`src/rtl/core/atrlm_pkg.sv`:
```
// ----------------------------------------------------------------------------
// atrlm_pkg: shared definitions of the AT response line matcher
// Action and outcome codes, register indexes, field widths and character
// constants used by the channel interfaces and the matcher.
// ----------------------------------------------------------------------------
`default_nettype none

package atrlm_pkg;

  // line buffer capacity in bytes, one slot kept spare as in a C string
  localparam int LINE_CAPACITY = 128;

  // field widths
  localparam int ACTION_W  = 2;
  localparam int BYTE_W    = 8;
  localparam int OUTCOME_W = 2;
  localparam int LEN_W     = 7;
  localparam int PATTERN_W = 64;
  localparam int PLEN_W    = 4;
  localparam int TICKS_W   = 16;
  localparam int LFWAIT_W  = 8;
  localparam int CFG_IDX_W = 3;
  localparam int CFG_DATA_W = PATTERN_W;

  // longest line that is stored, bounded by the buffer and by the length field
  localparam int LEN_MAX     = (1 << LEN_W) - 1;
  localparam int STORE_LIMIT = (LINE_CAPACITY - 1 < LEN_MAX) ? LINE_CAPACITY - 1 : LEN_MAX;

  // register reset values
  localparam logic [PLEN_W-1:0]   PLEN_RESET    = PLEN_W'(1);
  localparam logic [TICKS_W-1:0]  TIMEOUT_RESET = TICKS_W'(6000);
  localparam logic [LFWAIT_W-1:0] LFWAIT_RESET  = LFWAIT_W'(50);
  localparam logic [PLEN_W-1:0]   PLEN_MAX      = PLEN_W'(8);

  // characters
  localparam logic [BYTE_W-1:0] CH_CR = 8'h0D;
  localparam logic [BYTE_W-1:0] CH_LF = 8'h0A;

  typedef enum logic [ACTION_W-1:0] {
    ACT_START = 2'd0,
    ACT_BYTE  = 2'd1,
    ACT_TICK  = 2'd2,
    ACT_NONE  = 2'd3
  } action_t;

  typedef enum logic [OUTCOME_W-1:0] {
    OUT_SUCCESS = 2'd0,
    OUT_ERROR   = 2'd1,
    OUT_TIMEOUT = 2'd2
  } outcome_t;

  typedef enum logic [CFG_IDX_W-1:0] {
    REG_MATCH_MODE     = 3'd0,
    REG_MATCH_PATTERN  = 3'd1,
    REG_PATTERN_LENGTH = 3'd2,
    REG_TIMEOUT_MS     = 3'd3,
    REG_LF_WAIT_TICKS  = 3'd4
  } cfg_reg_t;

  // decision on a finished line
  typedef struct packed {
    logic     hit;
    outcome_t code;
  } line_dec_t;

  // characters of "OK"
  function automatic logic [BYTE_W-1:0] ok_char(input logic idx);
    return idx ? 8'h4B : 8'h4F;
  endfunction

  // characters of "ERROR"
  function automatic logic [BYTE_W-1:0] error_char(input logic [2:0] idx);
    logic [BYTE_W-1:0] c;
    case (idx)
      3'd0:    c = 8'h45;
      3'd1:    c = 8'h52;
      3'd2:    c = 8'h52;
      3'd3:    c = 8'h4F;
      3'd4:    c = 8'h52;
      default: c = 8'h00;
    endcase
    return c;
  endfunction

endpackage

`default_nettype wire

```
`src/rtl/core/atrlm_in_if.sv`:
```
// ----------------------------------------------------------------------------
// atrlm_in_if: input item channel
// Valid/ready channel carrying one action and one received byte.
// ----------------------------------------------------------------------------
`default_nettype none

interface atrlm_in_if
  import atrlm_pkg::*;
();
  logic                valid;
  logic                ready;
  logic [ACTION_W-1:0] action;
  logic [BYTE_W-1:0]   data_byte;

  modport source (output valid, output action, output data_byte, input ready);
  modport sink   (input valid, input action, input data_byte, output ready);
endinterface

`default_nettype wire

```
`src/rtl/core/atrlm_out_if.sv`:
```
// ----------------------------------------------------------------------------
// atrlm_out_if: result item channel
// Valid/ready channel carrying the outcome and the deciding line length.
// ----------------------------------------------------------------------------
`default_nettype none

interface atrlm_out_if
  import atrlm_pkg::*;
();
  logic                 valid;
  logic                 ready;
  logic [OUTCOME_W-1:0] outcome;
  logic [LEN_W-1:0]     line_length;

  modport source (output valid, output outcome, output line_length, input ready);
  modport sink   (input valid, input outcome, input line_length, output ready);
endinterface

`default_nettype wire

```
`src/rtl/core/at_response_line_matcher.sv`:
```
// ----------------------------------------------------------------------------
// at_response_line_matcher: modem reply line matcher
// Assembles received bytes into lines and decides on OK, ERROR, a prefix
// pattern or an overall tick deadline.
// ----------------------------------------------------------------------------
//  channel   dir   handshake         payload
//  in_ch     in    valid / ready     action, data_byte
//  out_ch    out   valid / ready     outcome, line_length
//  cfg       in    cfg_we            cfg_index, cfg_wdata
//
//  one item per cycle: an item is captured in the input register, then the
//  line logic updates the state and loads the result register as the stage advances
//  the input register holds while a result waits unaccepted in the result register
//  synchronous active-low reset restores register defaults and goes idle
// ----------------------------------------------------------------------------
`default_nettype none

module at_response_line_matcher
  import atrlm_pkg::*;
(
  input  wire logic                  clk,
  input  wire logic                  rst_n,
  atrlm_in_if.sink                   in_ch,
  atrlm_out_if.source                out_ch,
  input  wire logic                  cfg_we,
  input  wire logic [CFG_IDX_W-1:0]  cfg_index,
  input  wire logic [CFG_DATA_W-1:0] cfg_wdata
);

  // configuration registers
  logic                 match_mode_r;
  logic [PATTERN_W-1:0] match_pattern_r;
  logic [PLEN_W-1:0]    pattern_length_r;
  logic [TICKS_W-1:0]   timeout_ms_r;
  logic [LFWAIT_W-1:0]  lf_wait_ticks_r;

  // input register
  logic                in_valid_r;
  logic [ACTION_W-1:0] action_r;
  logic [BYTE_W-1:0]   byte_r;

  // line state
  logic                waiting_r,  waiting_nxt;
  logic                cr_r,       cr_nxt;
  logic [LFWAIT_W-1:0] lf_left_r,  lf_left_nxt;
  logic [TICKS_W-1:0]  ticks_r,    ticks_nxt;
  logic [LEN_W-1:0]    len_r,      len_nxt;
  logic                ok_r,       ok_nxt;
  logic                err_r,      err_nxt;
  logic                pre_r,      pre_nxt;

  // result register
  logic                 out_valid_r;
  logic [OUTCOME_W-1:0] outcome_r;
  logic [LEN_W-1:0]     out_len_r;

  logic                 res_v;
  outcome_t             res_code;
  logic [LEN_W-1:0]     res_len;
  logic                 advance;
  logic [PLEN_W-1:0]    plen;

  // effective pattern length, values above eight act as eight
  assign plen = (pattern_length_r > PLEN_MAX) ? PLEN_MAX : pattern_length_r;

  // the input stage moves on unless its result would overwrite a waiting one
  assign advance      = in_valid_r && (!out_valid_r || out_ch.ready);
  assign in_ch.ready  = !in_valid_r || advance;

  assign out_ch.valid       = out_valid_r;
  assign out_ch.outcome     = outcome_r;
  assign out_ch.line_length = out_len_r;

  // decision on a line that ends with the given length and match flags
  function automatic line_dec_t decide(input logic [LEN_W-1:0] len, input logic okf,
                                       input logic errf, input logic pref);
    line_dec_t d;
    d.hit  = 1'b0;
    d.code = OUT_SUCCESS;
    if (len != '0) begin
      if (match_mode_r) begin
        if (pref && (len >= LEN_W'(plen))) d.hit = 1'b1;
      end else if (okf && (len == LEN_W'(2))) begin
        d.hit = 1'b1;
      end else if (errf && (len == LEN_W'(5))) begin
        d.hit  = 1'b1;
        d.code = OUT_ERROR;
      end
    end
    return d;
  endfunction

  // configuration writes
  always_ff @(posedge clk) begin
    if (!rst_n) begin
      match_mode_r     <= 1'b0;
      match_pattern_r  <= '0;
      pattern_length_r <= PLEN_RESET;
      timeout_ms_r     <= TIMEOUT_RESET;
      lf_wait_ticks_r  <= LFWAIT_RESET;
    end else if (cfg_we) begin
      case (cfg_index)
        REG_MATCH_MODE:     match_mode_r     <= cfg_wdata[0];
        REG_MATCH_PATTERN:  match_pattern_r  <= cfg_wdata;
        REG_PATTERN_LENGTH: pattern_length_r <= cfg_wdata[PLEN_W-1:0];
        REG_TIMEOUT_MS:     timeout_ms_r     <= cfg_wdata[TICKS_W-1:0];
        REG_LF_WAIT_TICKS:  lf_wait_ticks_r  <= cfg_wdata[LFWAIT_W-1:0];
        default: ;
      endcase
    end
  end

  // input register
  always_ff @(posedge clk) begin
    if (!rst_n) begin
      in_valid_r <= 1'b0;
    end else if (in_ch.ready) begin
      in_valid_r <= in_ch.valid;
    end
  end

  always_ff @(posedge clk) begin
    if (in_ch.ready && in_ch.valid) begin
      action_r <= in_ch.action;
      byte_r   <= in_ch.data_byte;
    end
  end

  // line logic for one item
  always_comb begin
    line_dec_t d;
    logic      done;
    logic [BYTE_W-1:0] pchar;
    d           = '0;
    done        = 1'b0;
    pchar       = '0;
    waiting_nxt = waiting_r;
    cr_nxt      = cr_r;
    lf_left_nxt = lf_left_r;
    ticks_nxt   = ticks_r;
    len_nxt     = len_r;
    ok_nxt      = ok_r;
    err_nxt     = err_r;
    pre_nxt     = pre_r;
    res_v       = 1'b0;
    res_code    = OUT_SUCCESS;
    res_len     = '0;

    if (action_r == ACT_START) begin
      // start or restart a wait with an empty line
      waiting_nxt = 1'b1;
      ticks_nxt   = timeout_ms_r;
      cr_nxt = 1'b0; lf_left_nxt = '0; len_nxt = '0;
      ok_nxt = 1'b1; err_nxt = 1'b1; pre_nxt = 1'b1;
    end else if (waiting_r && action_r == ACT_TICK) begin
      if (ticks_r <= TICKS_W'(1)) begin
        // deadline reached
        ticks_nxt   = '0;
        waiting_nxt = 1'b0;
        cr_nxt = 1'b0; lf_left_nxt = '0; len_nxt = '0;
        ok_nxt = 1'b1; err_nxt = 1'b1; pre_nxt = 1'b1;
        res_v    = 1'b1;
        res_code = OUT_TIMEOUT;
      end else begin
        ticks_nxt = ticks_r - TICKS_W'(1);
        if (cr_r) begin
          if (lf_left_r <= LFWAIT_W'(1)) begin
            // no LF came after CR: the line ends here
            d = decide(len_r, ok_r, err_r, pre_r);
            res_v = d.hit; res_code = d.code; res_len = len_r;
            if (d.hit) waiting_nxt = 1'b0;
            cr_nxt = 1'b0; lf_left_nxt = '0; len_nxt = '0;
            ok_nxt = 1'b1; err_nxt = 1'b1; pre_nxt = 1'b1;
          end else begin
            lf_left_nxt = lf_left_r - LFWAIT_W'(1);
          end
        end
      end
    end else if (waiting_r && action_r == ACT_BYTE) begin
      // a pending CR ends the line on any byte
      if (cr_r) begin
        d = decide(len_r, ok_r, err_r, pre_r);
        res_v = d.hit; res_code = d.code; res_len = len_r;
        if (d.hit) waiting_nxt = 1'b0;
        cr_nxt = 1'b0; lf_left_nxt = '0; len_nxt = '0;
        ok_nxt = 1'b1; err_nxt = 1'b1; pre_nxt = 1'b1;
        done = d.hit || (byte_r == CH_LF);
      end
      if (!done) begin
        if (byte_r == CH_CR) begin
          cr_nxt      = 1'b1;
          lf_left_nxt = lf_wait_ticks_r;
        end else if (byte_r == CH_LF) begin
          // LF ends the line
          d = decide(len_nxt, ok_nxt, err_nxt, pre_nxt);
          res_v = d.hit; res_code = d.code; res_len = len_nxt;
          if (d.hit) waiting_nxt = 1'b0;
          cr_nxt = 1'b0; lf_left_nxt = '0; len_nxt = '0;
          ok_nxt = 1'b1; err_nxt = 1'b1; pre_nxt = 1'b1;
        end else if (len_nxt < LEN_W'(STORE_LIMIT)) begin
          // store the byte and update the match flags
          pchar = match_pattern_r[{len_nxt[2:0], 3'b000} +: BYTE_W];
          if (len_nxt < LEN_W'(2) && byte_r != ok_char(len_nxt[0])) ok_nxt = 1'b0;
          if (len_nxt < LEN_W'(5) && byte_r != error_char(len_nxt[2:0])) err_nxt = 1'b0;
          if (len_nxt < LEN_W'(plen) && byte_r != pchar) pre_nxt = 1'b0;
          len_nxt = len_nxt + LEN_W'(1);
        end
      end
    end
  end

  // line state registers
  always_ff @(posedge clk) begin
    if (!rst_n) begin
      waiting_r <= 1'b0;
      cr_r      <= 1'b0;
      lf_left_r <= '0;
      ticks_r   <= '0;
      len_r     <= '0;
      ok_r      <= 1'b1;
      err_r     <= 1'b1;
      pre_r     <= 1'b1;
    end else if (advance) begin
      waiting_r <= waiting_nxt;
      cr_r      <= cr_nxt;
      lf_left_r <= lf_left_nxt;
      ticks_r   <= ticks_nxt;
      len_r     <= len_nxt;
      ok_r      <= ok_nxt;
      err_r     <= err_nxt;
      pre_r     <= pre_nxt;
    end
  end

  // result register
  always_ff @(posedge clk) begin
    if (!rst_n) begin
      out_valid_r <= 1'b0;
    end else begin
      if (out_valid_r && out_ch.ready) out_valid_r <= 1'b0;
      if (advance && res_v)            out_valid_r <= 1'b1;
    end
  end

  always_ff @(posedge clk) begin
    if (advance && res_v) begin
      outcome_r <= res_code;
      out_len_r <= res_len;
    end
  end

endmodule

`default_nettype wire

```
`src/flat_wrapper.sv`:
```
// flat-port wrapper written by rule: the top's interface ports become plain ports
module at_response_line_matcher_flat import atrlm_pkg::*;
  (clk, rst_n, cfg_we, cfg_index, cfg_wdata, in_ch_valid, in_ch_action, in_ch_data_byte, in_ch_ready, out_ch_valid, out_ch_outcome, out_ch_line_length, out_ch_ready);
  atrlm_in_if in_ch_i ();
  atrlm_out_if out_ch_i ();
  input  wire logic clk;
  input  wire logic rst_n;
  input  wire logic cfg_we;
  input  wire logic [CFG_IDX_W-1:0] cfg_index;
  input  wire logic [CFG_DATA_W-1:0] cfg_wdata;
  input wire logic [$bits(in_ch_i.valid)-1:0] in_ch_valid;
  input wire logic [$bits(in_ch_i.action)-1:0] in_ch_action;
  input wire logic [$bits(in_ch_i.data_byte)-1:0] in_ch_data_byte;
  output wire logic [$bits(in_ch_i.ready)-1:0] in_ch_ready;
  output wire logic [$bits(out_ch_i.valid)-1:0] out_ch_valid;
  output wire logic [$bits(out_ch_i.outcome)-1:0] out_ch_outcome;
  output wire logic [$bits(out_ch_i.line_length)-1:0] out_ch_line_length;
  input wire logic [$bits(out_ch_i.ready)-1:0] out_ch_ready;
  assign in_ch_i.valid = in_ch_valid;
  assign in_ch_i.action = in_ch_action;
  assign in_ch_i.data_byte = in_ch_data_byte;
  assign in_ch_ready = in_ch_i.ready;
  assign out_ch_valid = out_ch_i.valid;
  assign out_ch_outcome = out_ch_i.outcome;
  assign out_ch_line_length = out_ch_i.line_length;
  assign out_ch_i.ready = out_ch_ready;
  at_response_line_matcher u_core (.clk(clk), .rst_n(rst_n), .in_ch(in_ch_i), .out_ch(out_ch_i), .cfg_we(cfg_we), .cfg_index(cfg_index), .cfg_wdata(cfg_wdata));
endmodule
```
`config.mk`:
```
export PLATFORM = sky130hd
export DESIGN_NAME = at_response_line_matcher_flat
export DESIGN_NICKNAME = d
export VERILOG_FILES = /design/src/rtl/core/atrlm_pkg.sv /design/src/rtl/core/atrlm_in_if.sv /design/src/rtl/core/atrlm_out_if.sv /design/src/rtl/core/at_response_line_matcher.sv /design/src/flat_wrapper.sv
export SDC_FILE = /design/constraint.sdc
export NUM_CORES = 1
export LEC_CHECK = 0
export ABC_AREA = 1
export BUFFER_PORTS_ARGS = -buffer_cell sky130_fd_sc_hd__clkbuf_2
export CAP_MARGIN = 20
export CORE_AREA = 2 2 120 122
export CTS_CLUSTER_SIZE = 12
export DETAILED_ROUTE_END_ITERATION = 7
export DIE_AREA = 0 0 122 124
export PLACE_DENSITY = 0.79
export SYNTH_ARGS = -nofsm -noshare
export SYNTH_HDL_FRONTEND = slang
export SYNTH_SLANG_ARGS = --single-unit
```
`constraint.sdc`:
```
create_clock -name clk -period 3.4 [get_ports clk]
set_input_delay 0.85 -clock clk [delete_from_list [all_inputs] [get_ports clk]]
set_output_delay 0.85 -clock clk [all_outputs]
set_load 0.005 [all_outputs]
```
After elaboration in Yosys (flattened, before gate mapping)
Index checks and enable logic that the tools add are counted.
{ "totals": {"out_inout_bits": 11, "ff_bits": 150, "elab_cells": 253, "input_bits": 82} }
{ "classes": {"n_mux": 160, "magnitude_cmp": 9, "n_addsub": 3, "reduce_logical": 39, "eq_ne": 22, "n_shift": 1} }
{ "op_table": {"columns": ["operator", "n"], "rows": [
  ["$mux 7", 23],
  ["$mux 8", 17],
  ["$mux 1", 82],
  ["$shiftx 64x7->8", 1],
  ["$mux 3", 20],
  ["$mux 16", 3],
  ["$mux 2", 13],
  ["$ne 8x8->1", 3],
  ["$pmux 7 s3", 1],
  ["$eq 8x4->1 const B", 2],
  ["$le 16x1->1 const B", 1],
  ["$sub 16x1->16 const B", 1],
  ["$logic_and 1x1->1", 15],
  ["$eq 7x2->1 const B", 2],
  ["$eq 7x3->1 const B", 2],
  ["$ge 7x4->1", 2],
  ["$reduce_and 2->1", 7],
  ["$reduce_bool 7->1", 2],
  ["$eq 3x2->1 const B", 4],
  ["$le 8x1->1 const B", 1],
  ["$ne 4x3->1 const B", 2],
  ["$sub 8x1->8 const B", 1],
  ["$add 7x1->7 const B", 1],
  ["$lt 7x2->1 const B", 1],
  ["other kinds (20)", 27]
]} }

Logic depth before layout (Yosys ltp)
{ "depth": {"word_depth": 30, "ltp_mapped": 18, "ltp_nobuf": 17} }

Least setup slack after synthesis
No wires, ideal clock.
{ "synth_timing": {"path_kind": "register to register", "startpoint": "register u_core.cr_r", "endpoint": "register u_core.out_len_r[0], in the netlist u_core.out_ch.line_length[0] (enable)", "required_time_ns": 3.071, "setup_slack_ns": 1.031, "setup_ns": 0.329, "path_stages_with_launch": 18, "arrival_ns": 2.040, "cell_sequence": "dfxtp_1 -> inv_4 -> nand2_4 -> inv_2 -> buf_6 -> ha_1 -> nand2_1 -> o21ai_0 -> nand2_1 -> nand2_1 -> o21ai_0 -> nand2_1 -> nand2_1 -> nand2_1 -> nand2_1 -> nand2_1 -> nand2_1 -> inv_1"} }
{ "synth_between": {"elab_chain_len": 23, "word_cells_on_any_way": 48} }
{ "synth_lines": {"columns": ["element", "line", "source"], "rows": [
  ["start: declaration", "at_response_line_matcher.sv:44", "logic cr_r, cr_nxt;"],
  ["start signal: assignment", "at_response_line_matcher.sv:225", "cr_r <= cr_nxt;"],
  ["branches (longest 20 deep; another with $ge 7x4->1)", null, null],
  ["$mux 1 *", "at_response_line_matcher.sv:155", "end else if (waiting_r && action_r == ACT_TICK) begin"],
  ["$mux 1 *", "at_response_line_matcher.sv:149", "if (action_r == ACT_START) begin"],
  ["$logic_and 1x1->1 *", "at_response_line_matcher.sv:246", "if (advance && res_v) begin"],
  ["end signal: assignment", "at_response_line_matcher.sv:248", "out_len_r <= res_len;"],
  ["end: declaration", "at_response_line_matcher.sv:55", "logic [LEN_W-1:0] out_len_r;"]
]} }
Mark *: on every way between the ends. The select of a mux whose other input is x is not followed.
A chain may end at the register's enable or synchronous reset.

Final worst setup path
{ "layout_timing": {"startpoint": "register u_core.cr_r", "endpoint": "register u_core.out_len_r[5], in the netlist u_core.out_ch.line_length[5] (enable)"} }
The elaborated chain is that of the path after synthesis.

==> impl_metrics.py <==
metrics = {
    "run_status": {
        "status": "finished clean",
    },
    "clock_network": {
        "cts.reportedPaths.clkPinSlew_ns": 0.07,
        "hold_buffers": 0,
        "cts_buffers": 17,
        "cts.path.max_buffers": 2,
        "cts_resized": 0,
        "cts_root_buf": "clkbuf_16",
        "cts.htree.levels": 4,
        "postCtsSetupBuffers": 0,
        "clk_latency_ns": 0.44,
        "numClockSinks": 150,
        "cts_tree": "yes",
    },
    "floorplanning": {
        "design.portCount": 93,
        "core_region_area_mm2": 0.01372,
        "initial_core_util_pct": 58.46,
        "rows": 43,
        "dieArea_mm2": 0.01513,
        "die_y_um": 124,
        "die_w_um": 122,
    },
    "route": {
        "wl_per_cell_um": 15.16,
        "drc": 0,
        "postRouteAntennaNets": 0,
        "drt_iter0_drc": 755,
        "routed_wl_mm": 21.33,
        "vias": 7911,
        "vias_per_cell": 5.623,
        "dr.pass1.iters": 8,
    },
    "synth": {
        "synth_edf_count": 19,
        "ys_ff_latch": 150,
        "yosysWarningCount": 0,
        "synth_common_cells": "226 x nand2_1, 218 x nor2_1, 143 x nand3_1",
        "yosysMostFrequentCell": "nand2_1",
        "async_flop_share_pct": 0,
        "netlist_instances": 1151,
        "syn_nets": 1250,
        "yosys.area.top_type": "dfxtp_1",
        "syn-cell-area_mm2": 0.008020,
        "synth_ff_type": "dfxtp_1",
        "synth_top_area_share_pct": 32.70,
        "seq_area_frac_synth_pct": 39.81,
        "synth_area_per_cell_um2": 6.968,
        "ys_types": 44,
        "synthTopCellsByArea": "dfxtp_1 33%, nand2_1 11%, nor2_1 10%",
    },
    "global_routing": {
        "grt_max_degree": 111,
        "grt_pass1_wl_mm": 35.13,
        "first_global_vias": 7186,
        "grtUsageTotal_pct": 29.44,
        "antenna_found_initial": 0,
        "grt_overflow": 0,
    },
    "power": {
        "seq_power_share_pct": 44.9,
        "p_switching_mw": 1.096,
        "vdd_drop_max_uv": 349.2,
        "swShare_pct": 26.00,
        "power_density_mw_per_mm2": 463.1,
        "p_int_mw": 3.120,
        "p_clk_share_pct": 45.7,
        "power_leakage_nw": 4.080,
        "power_frac_comb_pct": 9.4,
    },
    "placed_design": {
        "routabilityCongestion": 0.9786,
        "port_buffers": 92,
        "dp_hpwl_mm": 14.86,
        "dp.cells": 1375,
    },
    "worst_setup_path": {
        "crit_type": "flip-flop to flip-flop",
        "cp_data_required_time_ns": 3.50,
        "crit_chain": "inv_4, nand2_4, inv_2, ha_1, nand2_1, o21ai_0, nand2_1, nand2_1, o21ai_0, nand2_1, nand2_1, nand2_1, nand2_1, nand2_1, nand2_1, inv_1",
        "cp_max_fo": 33,
        "cpMostUsedCell": "nand2_1",
        "crit_path_max_incr_delay_ns": 0.54,
        "worst_ep_arrival_time_ns": 3.11,
        "cp_slowest_cell": "dfxtp_1",
        "critPathLaunchType": "flip-flop",
        "crit_path_end_kind": "flip-flop",
    },
    "timing": {
        "skew_ns": 0.01043,
        "fin_crit_ns": 3.006,
        "worst_pin_slew_ns": 0.9663,
        "finalHoldViolCount": 0,
        "setup_tns_ns": 0,
        "slew_violations": 0,
        "rsz0062_at_grt": "no",
        "clock.fmax_mhz": 332.6,
        "period_share_pct": 88.42,
        "setup_viol_count_final": 0,
        "max_slew_margin_pct": 35.48,
    },
    "finish": {
        "n_fill_cell": 1233,
        "multi_input_area_mm2": 0.004295,
        "syn_to_final_growth_pct": 13.51,
        "regArea_mm2": 0.003193,
        "drive_gt1_share_pct": 15.08,
        "fin_util_pct": 66.36,
        "fin_cells": 1407,
        "num_antenna_cells": 0,
        "final_nets": 1313,
    },
    "min_path": {
        "hold_class": "flip-flop to flip-flop",
    },
    "flow_run": {
        "maxCapViolCount": 0,
    },
}
-- per-stage QoR --
| stage | hold slack [ns] | total power, mW | cell area (um2) | setup slack, ns |
|---|---|---|---|---|
| 2_1_floorplan | 0.4292 | 2.184 | 8020 | 1.031 |
| 3_3_place_gp | 0.4391 | 2.311 | 8504 | 0.5438 |
| 3_5_place_dp | 0.4470 | 2.319 | 8504 | 0.4666 |
| 4_1_cts | 0.4681 | 4.224 | 9104 | 0.4471 |
| 5_1_grt | 0.4805 | 4.364 | 9104 | 0.1200 |
| 6_report | 0.4717 | 4.216 | 9104 | 0.3938 |
-- flip-flops by register name, summed over array words and instances (netlist names), 7 cells and up --
signal	flops
u_core.lf_wait_ticks_r	8
u_core.match_pattern_r	64
u_core.lf_left_r	8
u_core.byte_r	8
u_core.ticks_r	16
u_core.out_ch.line_length	7
u_core.timeout_ms_r	16
u_core.len_r	7
-- final cells by class --
cell class,instances,share of cell area (%)
Tap cell,180,2.474
Clock inverter,14,1.759
Multi-Input combinational cell,878,47.18
Timing Repair Buffer,101,5.937
Sequential cell,150,35.07
Inverter,66,2.749
Clock buffer,18,4.824
-- metal layers --
| layer | routed length (um) | up-vias | track usage (%) | part of all wire, % |
|---|---|---|---|---|
| li1 | - | 3943 | - | - |
| met1 | 9257 | 3597 | 38.24 | 43 |
| met2 | 10090 | 326 | 48.64 | 47 |
| met3 | 1413 | 45 | 4.991 | 6.6 |
| met4 | 573 | 0 | 12.50 | 2.7 |
| met5 | 0 | - | 0 | 0 |
-- placed cells by master (no fill, tap or decap), types with 6 or more instances in the layout --
cell       count
a21oi_1       39
a31oi_1       15
buf_4          8
clkbuf_16     17
clkbuf_2      92
dfxtp_1      131
edfxtp_1      19
ha_1          17
inv_1         56
inv_2          8
inv_6          6
nand2_1      226
nand3_1      143
nand3b_1       7
nand4_1       12
nor2_1       218
nor3_1        13
nor3_2        12
o21ai_0      111
or2_2         11
xor2_1        18
-- worst paths after layout --
kind                                              start                      endpoint  slack, ns  cells past startpoint
worst max register to register              u_core.cr_r  u_core.out_ch.line_length[5]       0.39                     16
worst min register to register  u_core.timeout_ms_r[10]       u_core.timeout_ms_r[10]       0.47                      2
worst max-delay path                        u_core.cr_r  u_core.out_ch.line_length[5]       0.39                     16
worst min-delay path            u_core.timeout_ms_r[10]       u_core.timeout_ms_r[10]       0.47                      2
-- power groups by stage --
stage	clock network, mW	logic (mW)	registers [mW]
6_report	1.93	0.397	1.89
5_1_grt	2.02	0.447	1.90
4_1_cts	1.94	0.394	1.89
3_5_place_dp	0	0.391	1.93
3_3_place_gp	0	0.383	1.93
2_1_floorplan	0	0.269	1.91
-- cells by family (layout without fill, tap and decap cells) --
kind of cell	after synthesis	after routing	share of synthesized area, %
buffers and inverters	123	199	6.693
adder cells (fa/ha/maj)	17	17	2.652
flip-flops	150	150	39.81
XOR/XNOR	19	19	2.075
AO/OA/AOI/OAI	183	183	12.40
AND/OR/NAND/NOR	659	659	36.37
-- worst max-delay path: cells and delay by family (launching register included) --
family	cells	cell delay [ns]
and+or+nand+nor	10	0.88
buffers and inverters	3	0.67
DFF	1	0.54
adders and majority gates	1	0.33
AOI/OAI and AO/OA	2	0.23
Note: power is estimated with default switching activity, not from simulation.
